## config.mk

```make
export PLATFORM = sky130hd
export DESIGN_NAME = char_lcd_expander_byte_sequencer_core
export DESIGN_NICKNAME = d
export VERILOG_FILES = /design/src/rtl/clebs_pkg.sv /design/src/rtl/clebs_front.sv /design/src/rtl/clebs_queue.sv /design/src/rtl/clebs_back.sv /design/src/rtl/char_lcd_expander_byte_sequencer_core.sv
export SDC_FILE = /design/constraint.sdc
export NUM_CORES = 1
export LEC_CHECK = 0
export BUFFER_PORTS_ARGS = -buffer_cell sky130_fd_sc_hd__buf_4
export CORE_ASPECT_RATIO = 0.9
export CORE_MARGIN = 2
export CORE_UTILIZATION = 54
export DETAILED_ROUTE_END_ITERATION = 10
export PLACE_DENSITY = 0.86
export SYNTH_ARGS = -nofsm -noshare
export SYNTH_HDL_FRONTEND = slang
export SYNTH_SLANG_ARGS = --single-unit
```

## constraint.sdc

```tcl
create_clock -name i_clk -period 4.64 [get_ports i_clk]
set_clock_uncertainty 0.15 [all_clocks]
set_input_delay 0.928 -clock i_clk [delete_from_list [all_inputs] [get_ports i_clk]]
set_output_delay 0.928 -clock i_clk [all_outputs]
set_load 0.05 [all_outputs]
```

## src/rtl/clebs_pkg.sv

```systemverilog
`timescale 1ns / 1ps

package clebs_pkg;

    // Request codes
    localparam logic [2:0] REQ_CMD_BYTE  = 3'd0;
    localparam logic [2:0] REQ_DATA_BYTE = 3'd1;
    localparam logic [2:0] REQ_CMD_NIB   = 3'd2;
    localparam logic [2:0] REQ_CURSOR    = 3'd3;
    localparam logic [2:0] REQ_NUMBER    = 3'd4;

    // Configuration register indexes
    localparam logic [2:0] CFG_BACKLIGHT = 3'd0;
    localparam logic [2:0] CFG_ENABLE    = 3'd1;
    localparam logic [2:0] CFG_SELECT    = 3'd2;
    localparam logic [2:0] CFG_ROW0_ADDR = 3'd3;
    localparam logic [2:0] CFG_ROW1_ADDR = 3'd4;

    localparam logic [7:0] RST_BACKLIGHT = 8'h08;
    localparam logic [7:0] RST_ENABLE    = 8'h04;
    localparam logic [7:0] RST_SELECT    = 8'h01;
    localparam logic [7:0] RST_ROW0_ADDR = 8'h80;
    localparam logic [7:0] RST_ROW1_ADDR = 8'hC0;

    localparam logic [7:0] NIBBLE_MASK = 8'hF0;
    localparam logic [7:0] ASCII_ZERO  = 8'h30;

    localparam int NUMBER_BITS_DEF = 32;
    localparam int QUEUE_DEPTH_DEF = 4;

    typedef struct packed {
        logic [7:0] backlight;
        logic [7:0] enable;
        logic [7:0] select;
        logic [7:0] row0_addr;
        logic [7:0] row1_addr;
    } t_cfg;

    // One byte transfer queued between the front and the back
    typedef struct packed {
        logic [7:0] data_byte;
        logic       is_data;
        logic       nibble_only;
        logic       last;
    } t_job;

endpackage

```

## src/rtl/clebs_front.sv

```systemverilog
`timescale 1ns / 1ps

module clebs_front #(
    parameter int NUMBER_BITS = clebs_pkg::NUMBER_BITS_DEF
) (
    input  logic              i_clk,
    input  logic              i_rst_n,
    input  logic              i_valid,
    output logic              o_ready,
    input  logic [2:0]        i_req_type,
    input  logic [31:0]       i_value,
    input  logic              i_row,
    input  logic [7:0]        i_col,
    input  clebs_pkg::t_cfg   i_cfg,
    input  logic              i_full,
    output logic              o_push,
    output clebs_pkg::t_job   o_job
);

    localparam int DIGITS = (NUMBER_BITS * 30103) / 100000 + 1;
    localparam int BCD_W  = 4 * DIGITS;
    localparam int BIT_W  = $clog2(NUMBER_BITS + 1);
    localparam int DIG_W  = $clog2(DIGITS + 1);

    typedef enum logic [3:0] {
        ST_IDLE = 4'b0001,
        ST_CONV = 4'b0010,
        ST_SCAN = 4'b0100,
        ST_EMIT = 4'b1000
    } t_state;

    t_state                   r_state, n_state;
    logic [NUMBER_BITS-1:0]   r_num, n_num;
    logic [BCD_W-1:0]         r_bcd, n_bcd;
    logic [BIT_W-1:0]         r_bits, n_bits;
    logic [DIG_W-1:0]         r_left, n_left;
    logic [BCD_W-1:0]         bcd_adj;
    logic [3:0]               top_digit;
    logic                     accept;
    logic [7:0]               cursor_cmd;

    assign o_ready    = (r_state == ST_IDLE) && !i_full;
    assign accept     = i_valid && o_ready;
    assign top_digit  = r_bcd[BCD_W-1 -: 4];
    assign cursor_cmd = (i_row ? i_cfg.row1_addr : i_cfg.row0_addr) + i_col;

    // Add 3 to every BCD digit of five or more before the shift
    always_comb begin
        for (int d = 0; d < DIGITS; d++) begin
            if (r_bcd[4*d +: 4] >= 4'd5) begin
                bcd_adj[4*d +: 4] = r_bcd[4*d +: 4] + 4'd3;
            end else begin
                bcd_adj[4*d +: 4] = r_bcd[4*d +: 4];
            end
        end
    end

    always_comb begin
        n_state = r_state;
        n_num   = r_num;
        n_bcd   = r_bcd;
        n_bits  = r_bits;
        n_left  = r_left;
        o_push  = 1'b0;
        o_job   = '0;
        unique case (r_state)
            ST_IDLE: begin
                if (accept) begin
                    case (i_req_type)
                        clebs_pkg::REQ_CMD_BYTE: begin
                            o_push            = 1'b1;
                            o_job.data_byte   = i_value[7:0];
                            o_job.last        = 1'b1;
                        end
                        clebs_pkg::REQ_DATA_BYTE: begin
                            o_push            = 1'b1;
                            o_job.data_byte   = i_value[7:0];
                            o_job.is_data     = 1'b1;
                            o_job.last        = 1'b1;
                        end
                        clebs_pkg::REQ_CMD_NIB: begin
                            o_push            = 1'b1;
                            o_job.data_byte   = i_value[7:0];
                            o_job.nibble_only = 1'b1;
                            o_job.last        = 1'b1;
                        end
                        clebs_pkg::REQ_CURSOR: begin
                            o_push            = 1'b1;
                            o_job.data_byte   = cursor_cmd;
                            o_job.last        = 1'b1;
                        end
                        clebs_pkg::REQ_NUMBER: begin
                            n_num   = i_value[NUMBER_BITS-1:0];
                            n_bcd   = '0;
                            n_bits  = BIT_W'(NUMBER_BITS);
                            n_left  = DIG_W'(DIGITS);
                            n_state = ST_CONV;
                        end
                        default: ; // unused codes: drop
                    endcase
                end
            end
            ST_CONV: begin
                n_bcd  = {bcd_adj[BCD_W-2:0], r_num[NUMBER_BITS-1]};
                n_num  = r_num << 1;
                n_bits = r_bits - BIT_W'(1);
                if (r_bits == BIT_W'(1)) begin
                    n_state = ST_SCAN;
                end
            end
            ST_SCAN: begin
                // skip leading zeros, keep at least one digit
                if (top_digit == 4'd0 && r_left != DIG_W'(1)) begin
                    n_bcd  = r_bcd << 4;
                    n_left = r_left - DIG_W'(1);
                end else begin
                    n_state = ST_EMIT;
                end
            end
            ST_EMIT: begin
                if (!i_full) begin
                    o_push          = 1'b1;
                    o_job.data_byte = clebs_pkg::ASCII_ZERO | {4'h0, top_digit};
                    o_job.is_data   = 1'b1;
                    o_job.last      = (r_left == DIG_W'(1));
                    n_bcd           = r_bcd << 4;
                    n_left          = r_left - DIG_W'(1);
                    if (r_left == DIG_W'(1)) begin
                        n_state = ST_IDLE;
                    end
                end
            end
            default: n_state = ST_IDLE;
        endcase
    end

    always_ff @(posedge i_clk) begin
        if (!i_rst_n) begin
            r_state <= ST_IDLE;
        end else begin
            r_state <= n_state;
        end
        r_num  <= n_num;
        r_bcd  <= n_bcd;
        r_bits <= n_bits;
        r_left <= n_left;
    end

endmodule

```

## src/rtl/clebs_queue.sv

```systemverilog
`timescale 1ns / 1ps

module clebs_queue #(
    parameter int DEPTH = clebs_pkg::QUEUE_DEPTH_DEF
) (
    input  logic            i_clk,
    input  logic            i_rst_n,
    input  logic            i_push,
    input  clebs_pkg::t_job i_job,
    input  logic            i_pop,
    output clebs_pkg::t_job o_job,
    output logic            o_full,
    output logic            o_empty
);

    localparam int PTR_W = (DEPTH > 1) ? $clog2(DEPTH) : 1;
    localparam int CNT_W = $clog2(DEPTH + 1);

    clebs_pkg::t_job  r_mem [DEPTH];
    logic [PTR_W-1:0] r_wr, r_rd;
    logic [CNT_W-1:0] r_cnt;

    assign o_full  = (r_cnt == CNT_W'(DEPTH));
    assign o_empty = (r_cnt == '0);
    assign o_job   = r_mem[r_rd];

    always_ff @(posedge i_clk) begin
        if (i_push) begin
            r_mem[r_wr] <= i_job;
        end
    end

    always_ff @(posedge i_clk) begin
        if (!i_rst_n) begin
            r_wr  <= '0;
            r_rd  <= '0;
            r_cnt <= '0;
        end else begin
            if (i_push) begin
                r_wr <= (r_wr == PTR_W'(DEPTH - 1)) ? '0 : r_wr + PTR_W'(1);
            end
            if (i_pop) begin
                r_rd <= (r_rd == PTR_W'(DEPTH - 1)) ? '0 : r_rd + PTR_W'(1);
            end
            if (i_push && !i_pop) begin
                r_cnt <= r_cnt + CNT_W'(1);
            end else if (i_pop && !i_push) begin
                r_cnt <= r_cnt - CNT_W'(1);
            end
        end
    end

endmodule

```

## src/rtl/clebs_back.sv

```systemverilog
`timescale 1ns / 1ps

module clebs_back (
    input  logic            i_clk,
    input  logic            i_rst_n,
    input  clebs_pkg::t_cfg i_cfg,
    input  clebs_pkg::t_job i_job,
    input  logic            i_empty,
    output logic            o_pop,
    output logic            o_valid,
    input  logic            i_ready,
    output logic [7:0]      o_expander_byte,
    output logic            o_last_of_run
);

    clebs_pkg::t_job r_job;
    logic            r_busy;
    logic [1:0]      r_step;
    logic [7:0]      nib;
    logic [7:0]      base;
    logic            final_step;
    logic            out_accept;

    // step bit 1 picks the nibble, bit 0 drops the enable strobe
    assign nib        = r_step[1] ? {r_job.data_byte[3:0], 4'h0}
                                  : (r_job.data_byte & clebs_pkg::NIBBLE_MASK);
    assign base       = nib | i_cfg.backlight | (r_job.is_data ? i_cfg.select : 8'h00);
    assign final_step = r_job.nibble_only ? (r_step == 2'd1) : (r_step == 2'd3);
    assign out_accept = r_busy && i_ready;

    assign o_valid         = r_busy;
    assign o_expander_byte = r_step[0] ? base : (base | i_cfg.enable);
    assign o_last_of_run   = r_job.last && final_step;

    assign o_pop = !i_empty && (!r_busy || (out_accept && final_step));

    always_ff @(posedge i_clk) begin
        if (!i_rst_n) begin
            r_busy <= 1'b0;
            r_step <= 2'd0;
        end else if (o_pop) begin
            r_busy <= 1'b1;
            r_step <= 2'd0;
        end else if (out_accept) begin
            if (final_step) begin
                r_busy <= 1'b0;
            end
            r_step <= r_step + 2'd1;
        end
    end

    always_ff @(posedge i_clk) begin
        if (o_pop) begin
            r_job <= i_job;
        end
    end

endmodule

```

## src/rtl/char_lcd_expander_byte_sequencer_core.sv

```systemverilog
`timescale 1ns / 1ps
// Channel   | Direction | Handshake                 | Payload
// request   | in        | i_valid / o_ready         | i_req_type, i_value, i_row, i_col
// result    | out       | o_valid / i_ready         | o_expander_byte, o_last_of_run
// config    | in        | i_cfg_valid / o_cfg_ready | i_cfg_index, i_cfg_data
//
// Byte and cursor requests are pushed to the queue in the same cycle they are accepted;
// the back sends one expander byte per accepted output cycle, four per byte transfer and
// two for a lone nibble. A number keeps o_ready low through the shift-add-3 conversion,
// the leading-zero scan and the push of each digit, and gives four output bytes per digit.
// A four-entry job queue decouples front and back; a full queue also stalls the front.
// Reset loads the register defaults and empties the queue; no clearing pass.

module char_lcd_expander_byte_sequencer_core #(
    parameter int NUMBER_BITS = clebs_pkg::NUMBER_BITS_DEF,
    parameter int QUEUE_DEPTH = clebs_pkg::QUEUE_DEPTH_DEF
) (
    input  logic        i_clk,
    input  logic        i_rst_n,
    input  logic        i_valid,
    output logic        o_ready,
    input  logic [2:0]  i_req_type,
    input  logic [31:0] i_value,
    input  logic        i_row,
    input  logic [7:0]  i_col,
    output logic        o_valid,
    input  logic        i_ready,
    output logic [7:0]  o_expander_byte,
    output logic        o_last_of_run,
    input  logic        i_cfg_valid,
    output logic        o_cfg_ready,
    input  logic [2:0]  i_cfg_index,
    input  logic [7:0]  i_cfg_data
);

    clebs_pkg::t_cfg r_cfg;
    clebs_pkg::t_job push_job, head_job;
    logic            push, pop, full, empty;

    assign o_cfg_ready = 1'b1;

    always_ff @(posedge i_clk) begin
        if (!i_rst_n) begin
            r_cfg.backlight <= clebs_pkg::RST_BACKLIGHT;
            r_cfg.enable    <= clebs_pkg::RST_ENABLE;
            r_cfg.select    <= clebs_pkg::RST_SELECT;
            r_cfg.row0_addr <= clebs_pkg::RST_ROW0_ADDR;
            r_cfg.row1_addr <= clebs_pkg::RST_ROW1_ADDR;
        end else if (i_cfg_valid) begin
            unique case (i_cfg_index)
                clebs_pkg::CFG_BACKLIGHT: r_cfg.backlight <= i_cfg_data;
                clebs_pkg::CFG_ENABLE:    r_cfg.enable    <= i_cfg_data;
                clebs_pkg::CFG_SELECT:    r_cfg.select    <= i_cfg_data;
                clebs_pkg::CFG_ROW0_ADDR: r_cfg.row0_addr <= i_cfg_data;
                clebs_pkg::CFG_ROW1_ADDR: r_cfg.row1_addr <= i_cfg_data;
                default: ; // unknown index: drop
            endcase
        end
    end

    clebs_front #(
        .NUMBER_BITS(NUMBER_BITS)
    ) u_front (
        .i_clk      (i_clk),
        .i_rst_n    (i_rst_n),
        .i_valid    (i_valid),
        .o_ready    (o_ready),
        .i_req_type (i_req_type),
        .i_value    (i_value),
        .i_row      (i_row),
        .i_col      (i_col),
        .i_cfg      (r_cfg),
        .i_full     (full),
        .o_push     (push),
        .o_job      (push_job)
    );

    clebs_queue #(
        .DEPTH(QUEUE_DEPTH)
    ) u_queue (
        .i_clk   (i_clk),
        .i_rst_n (i_rst_n),
        .i_push  (push),
        .i_job   (push_job),
        .i_pop   (pop),
        .o_job   (head_job),
        .o_full  (full),
        .o_empty (empty)
    );

    clebs_back u_back (
        .i_clk           (i_clk),
        .i_rst_n         (i_rst_n),
        .i_cfg           (r_cfg),
        .i_job           (head_job),
        .i_empty         (empty),
        .o_pop           (pop),
        .o_valid         (o_valid),
        .i_ready         (i_ready),
        .o_expander_byte (o_expander_byte),
        .o_last_of_run   (o_last_of_run)
    );

endmodule
```

* Word-level counts from Yosys, hierarchy flattened
Memories as Yosys holds them, arrays and structs flattened. A register that Yosys moved wholly into a read port is not among the register bits. Index checks and enable logic that the tools add are counted. Widths: inputs -> output; s select.
Operators by class: $add $sub $neg 18, $mul 0, div/mod/pow operators 0, $lt $le $gt $ge 10, eq/ne operators 27, shift-type cells 0, muxes and demuxes 60, bitwise operators 4, reduce and logical (&&, ||, !) cells 38
Operator list (count):
- $mux 40 | 4
- $pmux 40 s4 | 1
- $mux 4 | 19
- $mux 32 | 2
- $pmux 32 s2 | 1
- $ge 4x3->1 const B | 10
- $add 4x2->4 const B | 9
- $mux 8 | 4
- $or 8x8->8 | 3
- $pmux 9 s2 | 1
- $pmux 4 s4 | 1
- $pmux 8 s2 | 1
- $mux 1 | 13
- $eq 3x2->1 const B | 4
- $mux 6 | 2
- $pmux 4 s3 | 1
- $pmux 6 s2 | 1
- $reduce_and 2->1 | 6
- $mux 11 | 1
- $reduce_and 5->1 | 2
- $eq 3x3->1 const B | 3
- $logic_and 1x1->1 | 9
- $logic_not 3->1 | 3
- $mux 3 | 3
- 33 further kinds | 53
Storage, ports and cells: flip-flop bits (word level) 136, bits in latches 0, RAM bits 44, memory bits (read-only) 0, input port bits 60, output and inout bits 12, memories kept 1
Memories:
- u_queue.r_mem | depth 4, bits a word 11, rd ports 1, clocked after memory_dff 1, wr ports 1, line clebs_queue.sv:19 | clebs_pkg::t_job r_mem [DEPTH];

* Logic depth before layout (Yosys ltp)
Gate-level depths: netlist (run 1).
word-level depth 10, mapped depth 11, depth with buffers taken out 10

* Cells and area by module
Synthesis (run 1) repeated with hierarchy kept, for this count alone.
Second synthesis, totals: cells, all modules 842, area, all modules 9475.3 µm²
By module, submodules not included:
- clebs_front | times used 1, cells an instance 539, area each 5252.5 µm², sequential area each 2542.4 µm²
- clebs_queue | times used 1, cells an instance 101, area each 2047.0 µm², sequential area each 1501.4 µm²
- char_lcd_expander_byte_sequencer_core | times used 1, cells an instance 151, area each 1546.5 µm², sequential area each 800.8 µm²
- clebs_back | times used 1, cells an instance 51, area each 629.4 µm², sequential area each 390.4 µm²

* Least setup slack after synthesis (run 1)
No wires, ideal clock.
path type input -> register, start point input port i_req_type[0], end point register u_front.r_bits[0], enable pin, arrival 4.074 ns, required time 3.996 ns, slack -0.078 ns, stages 2, buffers on the path 0, cells stage by stage nand4bb_1 -> o31ai_1
On the way: longest elaborated chain between the ends 3
RTL lines:
- start: declaration | line char_lcd_expander_byte_sequencer_core.sv:22 | input logic [2:0] i_req_type,
- $eq 3x3->1 | line clebs_front.sv:69 | case (i_req_type)
- $ne 2x2->1 (no source line)
- $reduce_and 3->1 (no source line)
- end signal: assignment | line clebs_front.sv:145 | r_bits <= n_bits;
- end: declaration | line clebs_front.sv:35 | logic [BIT_W-1:0] r_bits, n_bits;
Every way passes these cells. A chain may end at the register's enable or synchronous reset.

* Worst setup path after layout (run 1)
start point register u_front.r_state[3], end point register u_front.r_bcd[13], enable pin
On the way: longest elaborated chain between the ends 5, elaborated cells between the ends (all ways) 12
RTL lines:
- start: declaration | line clebs_front.sv:32 | t_state r_state, n_state;
- start signal: assignment | line clebs_front.sv:141 | r_state <= n_state;
- $eq 4x1->1 | line clebs_front.sv:42, clebs_front.sv:66
- $logic_and 1x1->1 | line clebs_front.sv:42 | assign o_ready = (r_state == ST_IDLE) && !i_full;
- $logic_and 1x1->1 | line clebs_front.sv:43 | assign accept = i_valid && o_ready;
- $ne 2x1->1 (no source line)
- $reduce_and 5->1 (no source line) *
- end signal: assignment | line clebs_front.sv:144 | r_bcd <= n_bcd;
- end: declaration | line clebs_front.sv:34 | logic [BCD_W-1:0] r_bcd, n_bcd;
Mark *: on every way between the ends. The rest lies on a longest branch, timed or not.

==> results of run 1 <==
-- layout by cell type (no fill, tap or decap), drive strengths merged, types with 12 or more instances in the layout --
master / netlist / final
nor3b: 19 / 19
nand2: 231 / 231
a21oi: 73 / 73
buf: 14 / 76
clkbuf: 20 / 28
dfxtp: 54 / 54
inv: 34 / 35
nor2: 31 / 31
xnor2: 18 / 18
edfxtp: 137 / 137
o21ai: 56 / 56
nand3: 12 / 12
ha: 38 / 38
-- metal layers --
metal,up-vias,track usage (%)
li1,3256,-
met5,-,0
met3,42,5.17
met4,0,8.33
met1,3237,29.3
met2,304,40.2
-- cell families (layout without fill, tap and decap cells) --
logic type                 after synthesis  count (layout)  share of synthesized area, %
and+or+nand+nor                        350             350                          17.1
DFF                                    191             191                          55.9
AOI/OAI and AO/OA                      180             180                          11.3
buffers and inverters                   69             143                          3.02
adders and majority gates               40              40                          5.55
xor gates and xnor gates                27              27                          2.54
muxes                                   27              27                          4.48
other                                    1               1                        0.0403
-- layout make-up --
cell class | instances | share of cell area (%)
Clock inverter | 4 | 0.473
Multi-Input combinational cell | 625 | 36.3
Sequential cell | 191 | 49.1
Inverter | 35 | 1.24
Clock buffer | 28 | 5.02
Timing Repair Buffer | 76 | 5.39
Tap cell | 211 | 2.49
-- stage by stage --
stage | total power, uW | cells | util [%] | hold slack (ps) | worst slack [ps]
5_1_grt | 6050 | 1170 | 62.9 | 331 | 1080
2_1_floorplan | 3810 | 885 | - | 283 | 1120
3_5_place_dp | 4320 | 1138 | 59.4 | 298 | 1280
3_3_place_gp | 4230 | 1138 | 59.4 | 292 | 1340
6_report | 5750 | 1170 | 62.9 | 309 | 1290
4_1_cts | 5760 | 1170 | 62.9 | 307 | 1320
-- report_power, final --
group / total (uW) / internal [uW] / switching [uW] / leakage (uW)
combinational: 1660 / 647 / 1010 / 0.00204
sequential: 2660 / 2310 / 350 / 0.00171
clock: 1430 / 837 / 594 / 0.000293
total: 5750 / 3790 / 1960 / 0.00404
-- how the worst min path moves through the flow --
stage | from | endpoint | slack (ps) | cells after the start
6_report | r_cfg[18] | r_cfg[18] | 310 | 2
5_1_grt | r_cfg[24] | r_cfg[24] | 330 | 2
3_5_place_dp | r_cfg[23] | r_cfg[23] | 300 | 2
4_1_cts | r_cfg[37] | r_cfg[37] | 310 | 2
3_3_place_gp | r_cfg[18] | r_cfg[18] | 290 | 2
2_1_floorplan | r_cfg[0] | r_cfg[0] | 280 | 2
-- state kept, by name (all words and copies together) (netlist names) --
name             count
r_cfg               40
u_back.o_valid       1
u_back.r_job        11
u_back.r_step        2
u_front.r_bcd       40
u_front.r_bits       6
u_front.r_left       4
u_front.r_num       32
u_front.r_state      4
u_queue.r_cnt        3
u_queue.r_mem       44
u_queue.r_rd         2
u_queue.r_wr         2
-- tightest hold or removal path, cell delays in order (launching register included) --
cell,delay [ps]
dfxtp_1,310
nand2_1,50
a21oi_1,50
==> metrics.yaml, run 1 <==
path_cells: "or4b_1 -> nand2_1 -> buf_4 -> o21ai_0 -> nor3_1 -> or2_1 -> buf_4"
crit_family: "simple AND/OR/NAND/NOR gates"
vias_per_cell: 5.85
cts_tree: "done"
synth.distinct_cells: 53
initial_core_util_pct: 55.2
outcome: "completed"
synth_ff_type: "edfxtp_1"
avgSynthCellArea_um2: 10.5
max_freq_mhz: 299
insertion_delay_ps: 430
synth_area_leaders: "edfxtp_1 (44%), dfxtp_1 (12%), nand2_1 (9.3%)"
fin_nets: 1046
finalSetupTns_ps: 0
min_path_type: "reg2reg"
synth.yosys.seq_area_share_pct: 55.9
antenna_found_initial: 0
power_density_nw_per_um2: 543
regArea_um2: 5190
synth_nets: 985
route.met2.wl_mm: 10.1
cts-root-buf: "clkbuf_16"
clk_pin_slew_worst_paths_ps: 60
arrival_ps: 3270
fillers: 1313
r2r_slack_ps: 1290
grt_pass1_vias: 6445
routed_wl_mm: 20.6
clockBufferDepth: 2
power_leakage_uw: 0.00404
grt_max_degree: 74
area_growth_pct: 13.9
dieArea_um2: 18300
grt_remaining_overflow: 0
endpoint_kind: "register"
detail-route-antenna-nets: 0
crit_slowest_cell: "or4b_1"
core-area_um2: 16800
slew-limit-headroom_pct: 35.9
synth_edf_count: 137
met3_length_mm: 1.53
cp-endpoint: "u_front.r_bcd[13]"
crit_path_start_kind: "register"
yosys.area.top_type_share_pct: 44.3
synth-seq-cells: 191
place_congestion: 0.925
cts-hold-fix-buffers: 0
layout-drive-gt1-share_pct: 13.7
met1Wirelength_mm: 8.36
topRoutingLayerUsed: "met4"
hpwlAfterDp_mm: 13.9
cts_resized: 0
yosys-top-cells-count: "nand2_1 (231), edfxtp_1 (137), a21oi_1 (73)"
cts_buffers: 17
finalHoldViolCount: 0
grt_pass1_wl_mm: 32.7
synth_area_leader_cell: "edfxtp_1"
ios: 72
maxCapViolCount: 0
wl_per_cell_um: 17.6
crit_path_frequent_cell: "buf_4"
path_buf_inv: 2
critical_path_class: "reg2reg"
cts_setup_buffers: 0
grtUsageTotal_pct: 23.3
rsz0062_at_grt: "false"
placed_cell_area_um2: 10000
reg2reg_from: "u_front.r_state[3]"
fp-row-count: 45
crit_fanout: 40
die_x_um: 142
crit_start: "u_front.r_state[3]"
ir_drop_mv: 0.403
diodes: 0
syn_inst: 885
clock_sinks: 191
period_needed_ps: 3350
stdcell_area_um2: 10600
setup_viol: 0
async_reset_ff_share_pct: 0
rr_endpoint: "u_front.r_bcd[13]"
rr_worst_depth: 7
syn_area_um2: 9300
maxSlewViolCount: 0
htree_levels: 4
io_buffers: 70
required_ps: 4560
multiInputGateArea_um2: 3840
ys_warn_count: 0
finalCritPeriodShare_pct: 72.1
yosysMostFrequentCell: "nand2_1"
worst_slew_pin_slew_ps: 960
num_vias: 6839
drt_iter0_drc: 492
dieHeight_um: 128
cp.depth: 7
drc: 0
slowest_delay_ps: 580
drtPass1Iterations: 5
Note: power is estimated with default switching activity, not from simulation.
==> run 2: changes to the inputs <==
Settings changed: ABC_AREA set to 1, CORE_UTILIZATION 54 to 55, PLACE_DENSITY 0.86 to 0.87.
Clock period 4.64 ns to 2.72 ns, I/O delays scaled along.
==> run 2 against run 1 <==
Hold slack lost 96 ps. Clock power grew 74%. Wire length grew 4.1%. Sequential share of layout area shrank 1.2 points. Count of clock-buffer cells in the layout shrank 7. Non-clock buffer count grew 6. Highest routed layer unchanged.
==> metrics.yaml, run 2 <==
place_congestion: 0.867
clk_pin_slew_worst_paths_ps: 70
yosys-top-cells-count: "nand2_1 (204), nor2_1 (149), o21ai_0 (141)"
finalHoldViolCount: 0
htree_levels: 4
arrival_ps: 1710
layout-drive-gt1-share_pct: 13.4
clockBufferDepth: 2
fp-row-count: 45
synth-seq-cells: 191
power_density_nw_per_um2: 1040
synth.yosys.seq_area_share_pct: 54.6
cts-hold-fix-buffers: 0
grt_remaining_overflow: 0
synth_ff_type: "edfxtp_1"
top_register: "u_queue.r_mem"
placed_cell_area_um2: 10300
area_growth_pct: 14.1
maxCapViolCount: 0
crit_path_start_kind: "register"
layout_common_cells: "nand2_1 (204), nor2_1 (147), o21ai_0 (141)"
grt_pass1_wl_mm: 34.6
finalSetupTns_ps: 0
maxSlewViolCount: 0
cts_tree: "done"
slew-limit-headroom_pct: 37.5
io_buffers: 70
synth_area_leader_cell: "edfxtp_1"
yosysMostFrequentCell: "nand2_1"
setup_viol: 0
core-area_um2: 16900
async_reset_ff_share_pct: 0
min_path_type: "in2reg"
cts_setup_buffers: 0
initial_core_util_pct: 56.3
cts-root-buf: "clkbuf_16"
ys_warn_count: 0
synth_nets: 1158
stdcell_area_um2: 10800
insertion_delay_ps: 430
path_cells: "clkinv_1 -> a22oi_1 -> nand2_1 -> buf_4"
cts_buffers: 17
reg_top3: "u_queue.r_mem: 44 flops, r_cfg: 40 flops, u_front.r_bcd: 40 flops"
drc: 0
grt_pass1_vias: 7371
syn_inst: 1058
max_freq_mhz: 415
required_ps: 2030
ir_drop_mv: 0.697
crit_fanout: 9
diodes: 0
endpoint_kind: "primary output"
drtPass1Iterations: 7
crit_slowest_cell: "dfxtp_1"
hold_slack_ps: 213
yosys.area.top_type_share_pct: 43.3
drt_iter0_drc: 723
synth_area_leaders: "edfxtp_1 (43%), dfxtp_1 (11%), nand2_1 (8.1%)"
critical_path_class: "reg2out"
clock_sinks: 191
finalCritPeriodShare_pct: 88.5
fin_cells: 1353
cts_resized: 0
worst_slew_pin_slew_ps: 925
antenna_found_initial: 0
power_leakage_uw: 0.00457
final_common_cell: "nand2_1"
rsz0062_at_grt: "false"
synth.distinct_cells: 42
vias_per_cell: 5.60
grtUsageTotal_pct: 23.9
wl_per_cell_um: 15.8
period_needed_ps: 2410
ios: 72
grt_max_degree: 55
synth_edf_count: 137
num_vias: 7575
outcome: "completed"
avgSynthCellArea_um2: 8.99
largest_reg_flops: 44
dieArea_um2: 18400
fillers: 1285
dieHeight_um: 129
fin_nets: 1229
dp_cells: 1321
hpwlAfterDp_mm: 14.4
detail-route-antenna-nets: 0
routed_wl_mm: 21.4
syn_area_um2: 9510
slowest_delay_ps: 360
die_x_um: 143
run 2: power by group:
part           switching, uW  internal, uW  leakage (uW)
Clock                   1100          1390      0.000276
Combinational           2760          1160       0.00257
Sequential               513          4370       0.00172
run 2: path summary, 6_finish.rpt:
kind | startpoint | to | depth (start not counted) | slack [ps]
max | u_back.r_step[0] | o_expander_byte[7] | 4 | 310
min | i_cfg_data[0] | r_cfg[16] | 3 | 210
max reg2reg | u_front.r_state[3] | u_queue.r_cnt[2] | 14 | 310
min reg2reg | r_cfg[9] | r_cfg[9] | 2 | 300
run 2: critical path: cells and delay by family, from the launching register on:
family / cells / cell delay (ps)
buf+inv: 2 / 500
compound gates: 1 / 290
flops: 1 / 360
simple gates: 1 / 130
run 2: stage by stage:
stage / worst slack, ps / utilization [%] / total power [uW]
global route: 168 / 64.2 / 12000
floorplan: 23.8 / - / 7570
global placement: 276 / 60.8 / 8580
finish: 312 / 64.2 / 11300
CTS: 310 / 64.2 / 11300
detailed placement: 214 / 60.8 / 8780
run 2: cell type report:
type	count	area [um2]	share of cell area (%)
clock buffers	21	450	4.15
clock inverters	11	134	1.23
inverters	130	488	4.50
multi-input cells	707	3690	34.0
flip-flops and latches	191	5190	47.9
well taps	211	264	2.43
repair buffers	82	628	5.79
run 2: kinds of logic after synthesis:
logic type                 Yosys count  synth area share [%]
and+or+nand+nor                    417                  18.2
AOI/OAI and AO/OA                  239                  14.1
DFF                                191                  54.6
buffers and inverters              160                  6.74
adders and majority gates           40                  5.42
xor gates and xnor gates            10                 0.921
other                                1                0.0394
run 2: per-layer routing:
layer | up-vias | share of wire (%) | track usage [%]
met5 | - | 0 | 0
met4 | 0 | 2.4 | 8.68
met3 | 47 | 7.6 | 5.28
met2 | 318 | 48 | 40.8
met1 | 3524 | 42 | 30.2
li1 | 3686 | - | -
